## src/rtl/wvs_pkg.sv

```systemverilog
// Package for window_variation_sum: widths, reset values and sequencer states.
// Used by rtl/window_variation_sum.sv and rtl/window_variation_sum_chk.sv.
`timescale 1ns / 1ps

package wvs_pkg;

    localparam int SAMPLE_WIDTH_DEFAULT = 32;
    localparam int CFG_W                = 32;
    localparam int SUM_W                = 64;
    localparam int MEASURE_W            = 63;
    localparam int FRAC_BITS            = 16;
    localparam logic [CFG_W-1:0] WIDTH_RESET = 32'd65536;

    typedef enum logic [3:0] {
        ST_IDLE,
        ST_LOAD,
        ST_DIV_SEG,
        ST_SEG_DONE,
        ST_MUL,
        ST_DIV_INT,
        ST_EDGE,
        ST_FINISH,
        ST_CLOSE,
        ST_DIV_OUT,
        ST_OUT
    } state_t;

endpackage

```

## src/rtl/window_variation_sum.sv

```systemverilog
// window_variation_sum top level: sequencer around one shared shift-add
// multiply / restoring divide unit. Depends on wvs_pkg.
`timescale 1ns / 1ps

// Takes (x, y) samples one word at a time and, on the word flagged last,
// returns the sum of per-window y ranges divided by the window width
// (Q47.16, saturated). s_ready is high only while the block is idle. A word
// that passes window edges adds an edge count division and, per interpolated
// edge (the first, and the last if more), a multiply and a division. The last
// word adds the final division, plus any wait for a previous result still
// held at the output. All of it runs through one bit-serial multiply/divide
// unit, NW = max(2*W, 80) bits wide with W = SAMPLE_WIDTH. The result waits
// in an output register while the next stream starts.
module window_variation_sum #(
    parameter int SAMPLE_WIDTH = wvs_pkg::SAMPLE_WIDTH_DEFAULT
) (
    input  logic                           aclk,
    input  logic                           aresetn,
    input  logic                           cfg_we,
    input  logic [wvs_pkg::CFG_W-1:0]      cfg_wdata,
    input  logic                           s_valid,
    output logic                           s_ready,
    input  logic [SAMPLE_WIDTH-1:0]        s_x_pos,
    input  logic signed [SAMPLE_WIDTH-1:0] s_y_val,
    input  logic                           s_last_sample,
    output logic                           m_valid,
    input  logic                           m_ready,
    output logic [wvs_pkg::MEASURE_W-1:0]  m_variation_measure,
    output logic                           m_saturated
);

    localparam int W   = SAMPLE_WIDTH;
    localparam int DW  = (W > wvs_pkg::CFG_W) ? W : wvs_pkg::CFG_W;
    localparam int EW  = DW + 1;
    localparam int NW  = (2 * W > wvs_pkg::SUM_W + wvs_pkg::FRAC_BITS) ?
                         2 * W : wvs_pkg::SUM_W + wvs_pkg::FRAC_BITS;
    localparam int CW  = $clog2(NW + 1);
    localparam int SW  = wvs_pkg::SUM_W;
    localparam int MW  = wvs_pkg::MEASURE_W;

    wvs_pkg::state_t state_reg, state_next;

    logic [wvs_pkg::CFG_W-1:0] width_reg;
    logic [wvs_pkg::CFG_W-1:0] dx;

    logic [W-1:0]        x_reg, x_next;
    logic signed [W-1:0] y_reg, y_next;
    logic                last_reg, last_next;
    logic                active_reg, active_next;
    logic [EW-1:0]       end_reg, end_next;
    logic signed [W-1:0] low_reg, low_next;
    logic signed [W-1:0] high_reg, high_next;
    logic [W-1:0]        prev_x_reg, prev_x_next;
    logic signed [W-1:0] prev_y_reg, prev_y_next;
    logic [SW-1:0]       sum_reg, sum_next;
    logic                ovf_reg, ovf_next;
    logic [W-1:0]        ledge_reg, ledge_next;
    logic                steps_nz_reg, steps_nz_next;
    logic                second_reg, second_next;
    logic                neg_reg, neg_next;
    logic signed [W-1:0] yfirst_reg, yfirst_next;
    logic [W-1:0]        mag_reg, mag_next;
    logic [W-1:0]        mulb_reg, mulb_next;

    // shared multiply/divide unit
    logic [NW-1:0]       acc_reg, acc_next;
    logic [DW:0]         rem_reg, rem_next;
    logic [DW-1:0]       den_reg, den_next;
    logic [CW-1:0]       cnt_reg, cnt_next;

    logic                mv_reg, mv_next;
    logic [MW-1:0]       meas_reg, meas_next;
    logic                sat_reg, sat_next;

    // datapath helpers
    logic [DW:0]         rem_sh;
    logic                div_ge;
    logic [DW:0]         div_rem;
    logic [NW-1:0]       div_acc;
    logic [NW-1:0]       mul_acc;
    logic [EW-1:0]       x_ext;
    logic [EW-1:0]       xd;
    logic signed [W:0]   dy;
    logic [W-1:0]        off;
    logic signed [W-1:0] yv;
    logic signed [W-1:0] lo_w, hi_w;
    logic signed [W:0]   d_edge;
    logic [SW-1:0]       add_val;
    logic [SW:0]         add_sum;
    logic [SW-1:0]       sum_sat;
    logic                add_ovf;

    function automatic logic [SW-1:0] range_of(input logic signed [W-1:0] hi,
                                               input logic signed [W-1:0] lo);
        logic signed [W:0] d;
        d = $signed({hi[W-1], hi}) - $signed({lo[W-1], lo});
        return {{(SW-W-1){1'b0}}, d};
    endfunction

    function automatic logic [SW-1:0] abs_of(input logic signed [W:0] d);
        logic [W:0] m;
        m = d[W] ? -d : d;
        return {{(SW-W-1){1'b0}}, m};
    endfunction

    assign dx = (width_reg == '0) ? {{(wvs_pkg::CFG_W-1){1'b0}}, 1'b1} : width_reg;

    assign rem_sh  = {rem_reg[DW-1:0], acc_reg[NW-1]};
    assign div_ge  = rem_sh >= {1'b0, den_reg};
    assign div_rem = div_ge ? rem_sh - {1'b0, den_reg} : rem_sh;
    assign div_acc = {acc_reg[NW-2:0], div_ge};
    assign mul_acc = {acc_reg[NW-2:0], 1'b0}
                     + (mulb_reg[W-1] ? {{(NW-W){1'b0}}, mag_reg} : '0);

    assign x_ext  = {{(EW-W){1'b0}}, x_reg};
    assign xd     = x_ext - end_reg;
    assign dy     = $signed({y_reg[W-1], y_reg}) - $signed({prev_y_reg[W-1], prev_y_reg});
    assign off    = acc_reg[W-1:0];
    assign yv     = neg_reg ? prev_y_reg - $signed(off) : prev_y_reg + $signed(off);
    assign lo_w   = (yv < low_reg) ? yv : low_reg;
    assign hi_w   = (yv > high_reg) ? yv : high_reg;
    assign d_edge = $signed({yv[W-1], yv}) - $signed({yfirst_reg[W-1], yfirst_reg});

    always_comb begin
        case (state_reg)
            wvs_pkg::ST_EDGE:  add_val = second_reg ? abs_of(d_edge) : range_of(hi_w, lo_w);
            wvs_pkg::ST_CLOSE: add_val = range_of(high_reg, low_reg);
            default:           add_val = '0;
        endcase
    end

    assign add_sum = {1'b0, sum_reg} + {1'b0, add_val};
    assign add_ovf = add_sum[SW];
    assign sum_sat = add_ovf ? '1 : add_sum[SW-1:0];

    always_ff @(posedge aclk) begin
        if (!aresetn) begin
            state_reg  <= wvs_pkg::ST_IDLE;
            width_reg  <= wvs_pkg::WIDTH_RESET;
            active_reg <= 1'b0;
            mv_reg     <= 1'b0;
            end_reg    <= '0;
            low_reg    <= '0;
            high_reg   <= '0;
            prev_x_reg <= '0;
            prev_y_reg <= '0;
            sum_reg    <= '0;
            ovf_reg    <= 1'b0;
        end else begin
            state_reg  <= state_next;
            if (cfg_we) begin
                width_reg <= cfg_wdata;
            end
            active_reg <= active_next;
            mv_reg     <= mv_next;
            end_reg    <= end_next;
            low_reg    <= low_next;
            high_reg   <= high_next;
            prev_x_reg <= prev_x_next;
            prev_y_reg <= prev_y_next;
            sum_reg    <= sum_next;
            ovf_reg    <= ovf_next;
        end
    end

    always_ff @(posedge aclk) begin
        x_reg        <= x_next;
        y_reg        <= y_next;
        last_reg     <= last_next;
        ledge_reg    <= ledge_next;
        steps_nz_reg <= steps_nz_next;
        second_reg   <= second_next;
        neg_reg      <= neg_next;
        yfirst_reg   <= yfirst_next;
        mag_reg      <= mag_next;
        mulb_reg     <= mulb_next;
        acc_reg      <= acc_next;
        rem_reg      <= rem_next;
        den_reg      <= den_next;
        cnt_reg      <= cnt_next;
        meas_reg     <= meas_next;
        sat_reg      <= sat_next;
    end

    always_comb begin
        state_next    = state_reg;
        x_next        = x_reg;
        y_next        = y_reg;
        last_next     = last_reg;
        active_next   = active_reg;
        end_next      = end_reg;
        low_next      = low_reg;
        high_next     = high_reg;
        prev_x_next   = prev_x_reg;
        prev_y_next   = prev_y_reg;
        sum_next      = sum_reg;
        ovf_next      = ovf_reg;
        ledge_next    = ledge_reg;
        steps_nz_next = steps_nz_reg;
        second_next   = second_reg;
        neg_next      = neg_reg;
        yfirst_next   = yfirst_reg;
        mag_next      = mag_reg;
        mulb_next     = mulb_reg;
        acc_next      = acc_reg;
        rem_next      = rem_reg;
        den_next      = den_reg;
        cnt_next      = cnt_reg;
        meas_next     = meas_reg;
        sat_next      = sat_reg;
        mv_next       = mv_reg && !m_ready;

        case (state_reg)
            wvs_pkg::ST_IDLE: begin
                if (s_valid) begin
                    x_next     = s_x_pos;
                    y_next     = s_y_val;
                    last_next  = s_last_sample;
                    state_next = wvs_pkg::ST_LOAD;
                end
            end
            wvs_pkg::ST_LOAD: begin
                if (!active_reg) begin
                    active_next = 1'b1;
                    sum_next    = '0;
                    ovf_next    = 1'b0;
                    low_next    = y_reg;
                    high_next   = y_reg;
                    end_next    = x_ext + {{(EW-wvs_pkg::CFG_W){1'b0}}, dx};
                    prev_x_next = x_reg;
                    prev_y_next = y_reg;
                    state_next  = wvs_pkg::ST_CLOSE;
                end else if (x_ext >= end_reg && x_reg > prev_x_reg) begin
                    // edge count: remainder of (x - end) / dx places the last edge
                    acc_next   = {{(NW-EW){1'b0}}, xd};
                    rem_next   = '0;
                    den_next   = DW'(dx);
                    cnt_next   = CW'(NW);
                    state_next = wvs_pkg::ST_DIV_SEG;
                end else begin
                    state_next = wvs_pkg::ST_FINISH;
                end
            end
            wvs_pkg::ST_DIV_SEG: begin
                acc_next = div_acc;
                rem_next = div_rem;
                cnt_next = cnt_reg - 1'b1;
                if (cnt_reg == CW'(1)) begin
                    state_next = wvs_pkg::ST_SEG_DONE;
                end
            end
            wvs_pkg::ST_SEG_DONE: begin
                ledge_next    = x_reg - rem_reg[W-1:0];
                steps_nz_next = acc_reg != '0;
                second_next   = 1'b0;
                neg_next      = dy[W];
                mag_next      = dy[W] ? W'(-dy) : dy[W-1:0];
                mulb_next     = W'(end_reg - {{(EW-W){1'b0}}, prev_x_reg});
                acc_next      = '0;
                cnt_next      = CW'(W);
                state_next    = wvs_pkg::ST_MUL;
            end
            wvs_pkg::ST_MUL: begin
                acc_next  = mul_acc;
                mulb_next = {mulb_reg[W-2:0], 1'b0};
                cnt_next  = cnt_reg - 1'b1;
                if (cnt_reg == CW'(1)) begin
                    rem_next   = '0;
                    den_next   = DW'(W'(x_reg - prev_x_reg));
                    cnt_next   = CW'(NW);
                    state_next = wvs_pkg::ST_DIV_INT;
                end
            end
            wvs_pkg::ST_DIV_INT: begin
                acc_next = div_acc;
                rem_next = div_rem;
                cnt_next = cnt_reg - 1'b1;
                if (cnt_reg == CW'(1)) begin
                    state_next = wvs_pkg::ST_EDGE;
                end
            end
            wvs_pkg::ST_EDGE: begin
                sum_next = sum_sat;
                ovf_next = ovf_reg | add_ovf;
                if (!second_reg && steps_nz_reg) begin
                    low_next    = lo_w;
                    high_next   = hi_w;
                    yfirst_next = yv;
                    second_next = 1'b1;
                    mulb_next   = ledge_reg - prev_x_reg;
                    acc_next    = '0;
                    cnt_next    = CW'(W);
                    state_next  = wvs_pkg::ST_MUL;
                end else begin
                    // new window opens at the last edge passed
                    low_next   = yv;
                    high_next  = yv;
                    end_next   = {{(EW-W){1'b0}}, ledge_reg}
                                 + {{(EW-wvs_pkg::CFG_W){1'b0}}, dx};
                    state_next = wvs_pkg::ST_FINISH;
                end
            end
            wvs_pkg::ST_FINISH: begin
                if (y_reg < low_reg) begin
                    low_next = y_reg;
                end
                if (y_reg > high_reg) begin
                    high_next = y_reg;
                end
                prev_x_next = x_reg;
                prev_y_next = y_reg;
                state_next  = wvs_pkg::ST_CLOSE;
            end
            wvs_pkg::ST_CLOSE: begin
                if (last_reg) begin
                    sum_next    = sum_sat;
                    ovf_next    = ovf_reg | add_ovf;
                    active_next = 1'b0;
                    acc_next    = NW'({sum_sat, {wvs_pkg::FRAC_BITS{1'b0}}});
                    rem_next    = '0;
                    den_next    = DW'(dx);
                    cnt_next    = CW'(NW);
                    state_next  = wvs_pkg::ST_DIV_OUT;
                end else begin
                    state_next = wvs_pkg::ST_IDLE;
                end
            end
            wvs_pkg::ST_DIV_OUT: begin
                acc_next = div_acc;
                rem_next = div_rem;
                cnt_next = cnt_reg - 1'b1;
                if (cnt_reg == CW'(1)) begin
                    state_next = wvs_pkg::ST_OUT;
                end
            end
            wvs_pkg::ST_OUT: begin
                if (!mv_reg || m_ready) begin
                    mv_next = 1'b1;
                    if (acc_reg[NW-1:MW] != '0) begin
                        meas_next = '1;
                        sat_next  = 1'b1;
                    end else begin
                        meas_next = acc_reg[MW-1:0];
                        sat_next  = ovf_reg;
                    end
                    state_next = wvs_pkg::ST_IDLE;
                end
            end
            default: begin
                state_next = wvs_pkg::ST_IDLE;
            end
        endcase
    end

    assign s_ready             = state_reg == wvs_pkg::ST_IDLE;
    assign m_valid             = mv_reg;
    assign m_variation_measure = meas_reg;
    assign m_saturated         = sat_reg;

endmodule

```

## config.mk

```make
export PLATFORM = sky130hd
export DESIGN_NAME = window_variation_sum
export DESIGN_NICKNAME = d
export VERILOG_FILES = /design/src/rtl/wvs_pkg.sv /design/src/rtl/window_variation_sum.sv
export SDC_FILE = /design/constraint.sdc
export NUM_CORES = 2
export LEC_CHECK = 0
export BUFFER_PORTS_ARGS = -buffer_cell sky130_fd_sc_hd__buf_2
export CAP_MARGIN = 25
export CORE_AREA = 2 2 335 337
export DETAILED_ROUTE_END_ITERATION = 6
export DIE_AREA = 0 0 337 339
export PLACE_DENSITY = 0.76
export SYNTH_ARGS = -nofsm -noshare
export SYNTH_HDL_FRONTEND = slang
export SYNTH_SLANG_ARGS = --single-unit
export TNS_END_PERCENT = 5
```

## constraint.sdc

```tcl
create_clock -name aclk -period 15.4 [get_ports aclk]
set_clock_uncertainty 0.15 [all_clocks]
set_input_delay 0 -clock aclk [delete_from_list [all_inputs] [get_ports aclk]]
set_output_delay 0 -clock aclk [all_outputs]
set_load 0.01 [all_outputs]
```

==> impl_metrics.py <==
metrics = {
    "placement": {
        "dp_hpwl_mm": 138,
        "port_buffers": 167,
        "preCtsSetupSlack_ns": 1.13,
        "place_congestion": 1.01,
        "place_area_mm2": 0.0573,
    },
    "flow_run": {
        "cap_violations": 0,
    },
    "floorplan": {
        "ios": 168,
        "dieWidth_um": 337,
        "dieArea_mm2": 0.114,
        "initial_core_util_pct": 49.7,
        "rows": 122,
        "dieHeight_um": 339,
        "core_area_mm2": 0.110,
    },
    "setup_path": {
        "worstSetupPathType": "register to register",
        "crit_top_cell": "nor2_1",
        "arrival_ns": 14.54,
        "worstReg2RegStart": "acc_reg[7]$_DFFE_PP_",
        "critical_path_peak_fanout": 21,
        "start_kind": "register",
        "worstSetupEndpoint": "acc_reg[79]$_DFFE_PP_",
        "cp_slowest_cell": "o31ai_1",
        "r2r_slack_ns": 1.10,
        "reg2reg_depth": 58,
        "critPathRequiredTime_ns": 15.64,
        "cp-end-kind": "register",
        "crit_start": "acc_reg[7]$_DFFE_PP_",
        "r2r-end": "acc_reg[79]$_DFFE_PP_",
        "max_stage_delay_ns": 0.56,
    },
    "layout": {
        "syn_to_final_growth_pct": 15.0,
        "layout-drive-gt1-share_pct": 7.25,
        "finalNetCount": 7630,
        "final_area_mm2": 0.0631,
        "postLayoutCoreUtil_pct": 57.2,
        "largest_reg_flops": 80,
    },
    "sta": {
        "final-hold-violation-count": 0,
        "finalMaxSlewViolations": 0,
        "fin_crit_ns": 14.30,
        "max_freq_ghz": 0.0699,
        "setup_viol": 0,
        "setup_tns_ns": 0,
        "rsz0062_at_grt": "false",
        "maxSlewHeadroom_pct": 23.7,
        "max_slew.worst_pin.slew_ns": 1.15,
        "fin_ws_ns": 1.10,
        "min_period_over_period_pct": 92.8,
    },
    "routing": {
        "wl_mm": 192,
        "wl_per_cell_um": 22.4,
        "firstDrtPassIters": 6,
        "via_per_inst": 6.23,
        "drtIter0Drc": 5718,
        "drc": 0,
        "dr_total_vias": 53200,
        "postRouteAntennaNets": 0,
    },
    "synth": {
        "synth_top_area_share_pct": 22.5,
        "synth_area_mm2": 0.0549,
        "ys_seq_area_share_pct": 32.1,
        "synth-seq-cells": 675,
        "yosys_warnings": 0,
        "syn_inst": 6663,
        "post-synth-top-count-cell": "nand2_1",
        "ys_async_sr_fraction_pct": 0,
        "synth-edff-count": 411,
        "avgSynthCellArea_um2": 8.24,
        "synth_area_leaders": "edfxtp_1, ha_1, dfxtp_1, a21oi_1, nand2_1",
        "ys.flop_type": "edfxtp_1",
        "syn_nets": 7316,
        "yosys.area.top_type": "edfxtp_1",
        "netlist_top_cells_count": "nand2_1, a21oi_1, ha_1, nor2_1, o21ai_0",
        "synth_cell_type_count": 109,
    },
    "global_route": {
        "grt_pass1_vias": 50700,
        "grt_pass1_wl_mm": 290,
        "overflow": 0,
        "grt_antenna_before_repair": 3,
        "grtUsageTotal_pct": 32.4,
        "grt.busiest_layer": "met2",
        "met1_usage_pct": 40.7,
        "met2_usage_pct": 52.1,
        "grt_start_max_net_pins": 81,
        "grt_util_met3_pct": 5.26,
    },
    "cts": {
        "clkLatencyLatePin_ns": 0.71,
        "root_buffer": "clkbuf_16",
        "h-tree-depth": 3,
        "clkSinkCount": 675,
        "cts.reportedPaths.clkPinSlew_ns": 0.06,
        "clk_path_buf_depth": 3,
        "cts_tree": "built",
        "cts_made_buffers": 84,
    },
    "status": {
        "status": "finished, final reports clean",
    },
    "worst_hold_path": {
        "min_path_type": "input port to register",
    },
}
[worst min-delay path by stage]
stage	depth (start not counted)	slack (ns)	to	start
2_1_floorplan	0	-0.05	last_reg$_DFFE_PP_	s_last_sample
3_3_place_gp	1	0.03	x_reg[13]$_DFFE_PP_	s_x_pos[13]
3_5_place_dp	1	0.03	x_reg[27]$_DFFE_PP_	s_x_pos[27]
4_1_cts	5	0.25	m_valid$_SDFF_PN0_	m_ready
5_1_grt	5	0.28	m_valid$_SDFF_PN0_	m_ready
6_report	5	0.25	m_valid$_SDFF_PN0_	m_ready
[kinds of logic (layout without fill, tap and decap cells)]
family	count (synthesis)	count (layout)	share of synthesized area [%]
other cells	0	2	0
xor+xnor	444	444	7.08
flops	675	675	32.1
mux	68	68	1.26
fa+ha+maj	554	554	12.8
buf+inv	733	1118	5.04
compound gates	2003	2003	23.0
simple gates	2186	2186	18.7
[placed cells by master (no fill, tap or decap), types with 70 or more instances in the layout]
cell / Yosys / final
dlygate4sd3_1: 0 / 261
a21o_1: 192 / 192
nand3_1: 151 / 151
buf_4: 1 / 86
nor3_1: 140 / 135
nand2b_1: 127 / 127
a31oi_1: 77 / 76
buf_2: 4 / 168
a21oi_1: 592 / 591
xor2_1: 130 / 130
nor2_1: 537 / 532
o21ai_0: 480 / 480
xnor2_1: 314 / 314
nor2b_1: 71 / 70
and2_1: 76 / 75
nand2_1: 760 / 759
clkbuf_16: 0 / 87
ha_1: 538 / 538
dfxtp_1: 264 / 264
edfxtp_1: 411 / 411
inv_1: 439 / 438
[final cells by class]
| type | count | area, um^2 |
|---|---|---|
| Antenna cell | 2 | 5.00 |
| Clock buffer | 101 | 2280 |
| Clock inverter | 56 | 785 |
| Fill cell | 9667 | 47300 |
| Inverter | 442 | 1670 |
| Multi-Input combinational cell | 5255 | 34700 |
| Sequential cell | 675 | 17600 |
| Tap cell | 1488 | 1860 |
| Timing Repair Buffer | 519 | 4190 |
[what timing repair did]
action / 4_1_cts / 5_1_grt
endpoints found under the setup margin: 0 / 20
resized for setup: 0 / 2
hold buffers: 261 / 0
setup buffers: 0 / 0
endpoints found under the hold margin: 151 / 0
[critical path: cells and delay by family (launching register included)]
kind                     cells  cell delay [ns]
multiplexers                 1             0.19
AO/OA/AOI/OAI               22             5.35
AND/OR/NAND/NOR             25             5.12
XOR/XNOR                     2             0.24
flip-flops                   1             0.47
adder cells (fa/ha/maj)      5             1.80
buffers and inverters        3             0.68
[per-stage QoR]
stage / hold WS (ns) / instances
floorplan: -0.0511 / 6663
global placement: 0.0261 / 8112
detailed placement: 0.0281 / 8114
CTS: 0.255 / 8532
global route: 0.278 / 8536
finish: 0.253 / 8538
[per-layer routing]
| layer | wire length, um | vias to the layer above |
|---|---|---|
| met2 | 86400 | 2691 |
| met3 | 16500 | 673 |
| met5 | 12 | - |
| met4 | 13300 | 2 |
| met1 | 75400 | 25100 |
| li1 | - | 24800 |
Power is left out: the tool's default activity adds up to more than one toggle a clock period on the data nets, which glitch-free logic cannot reach.
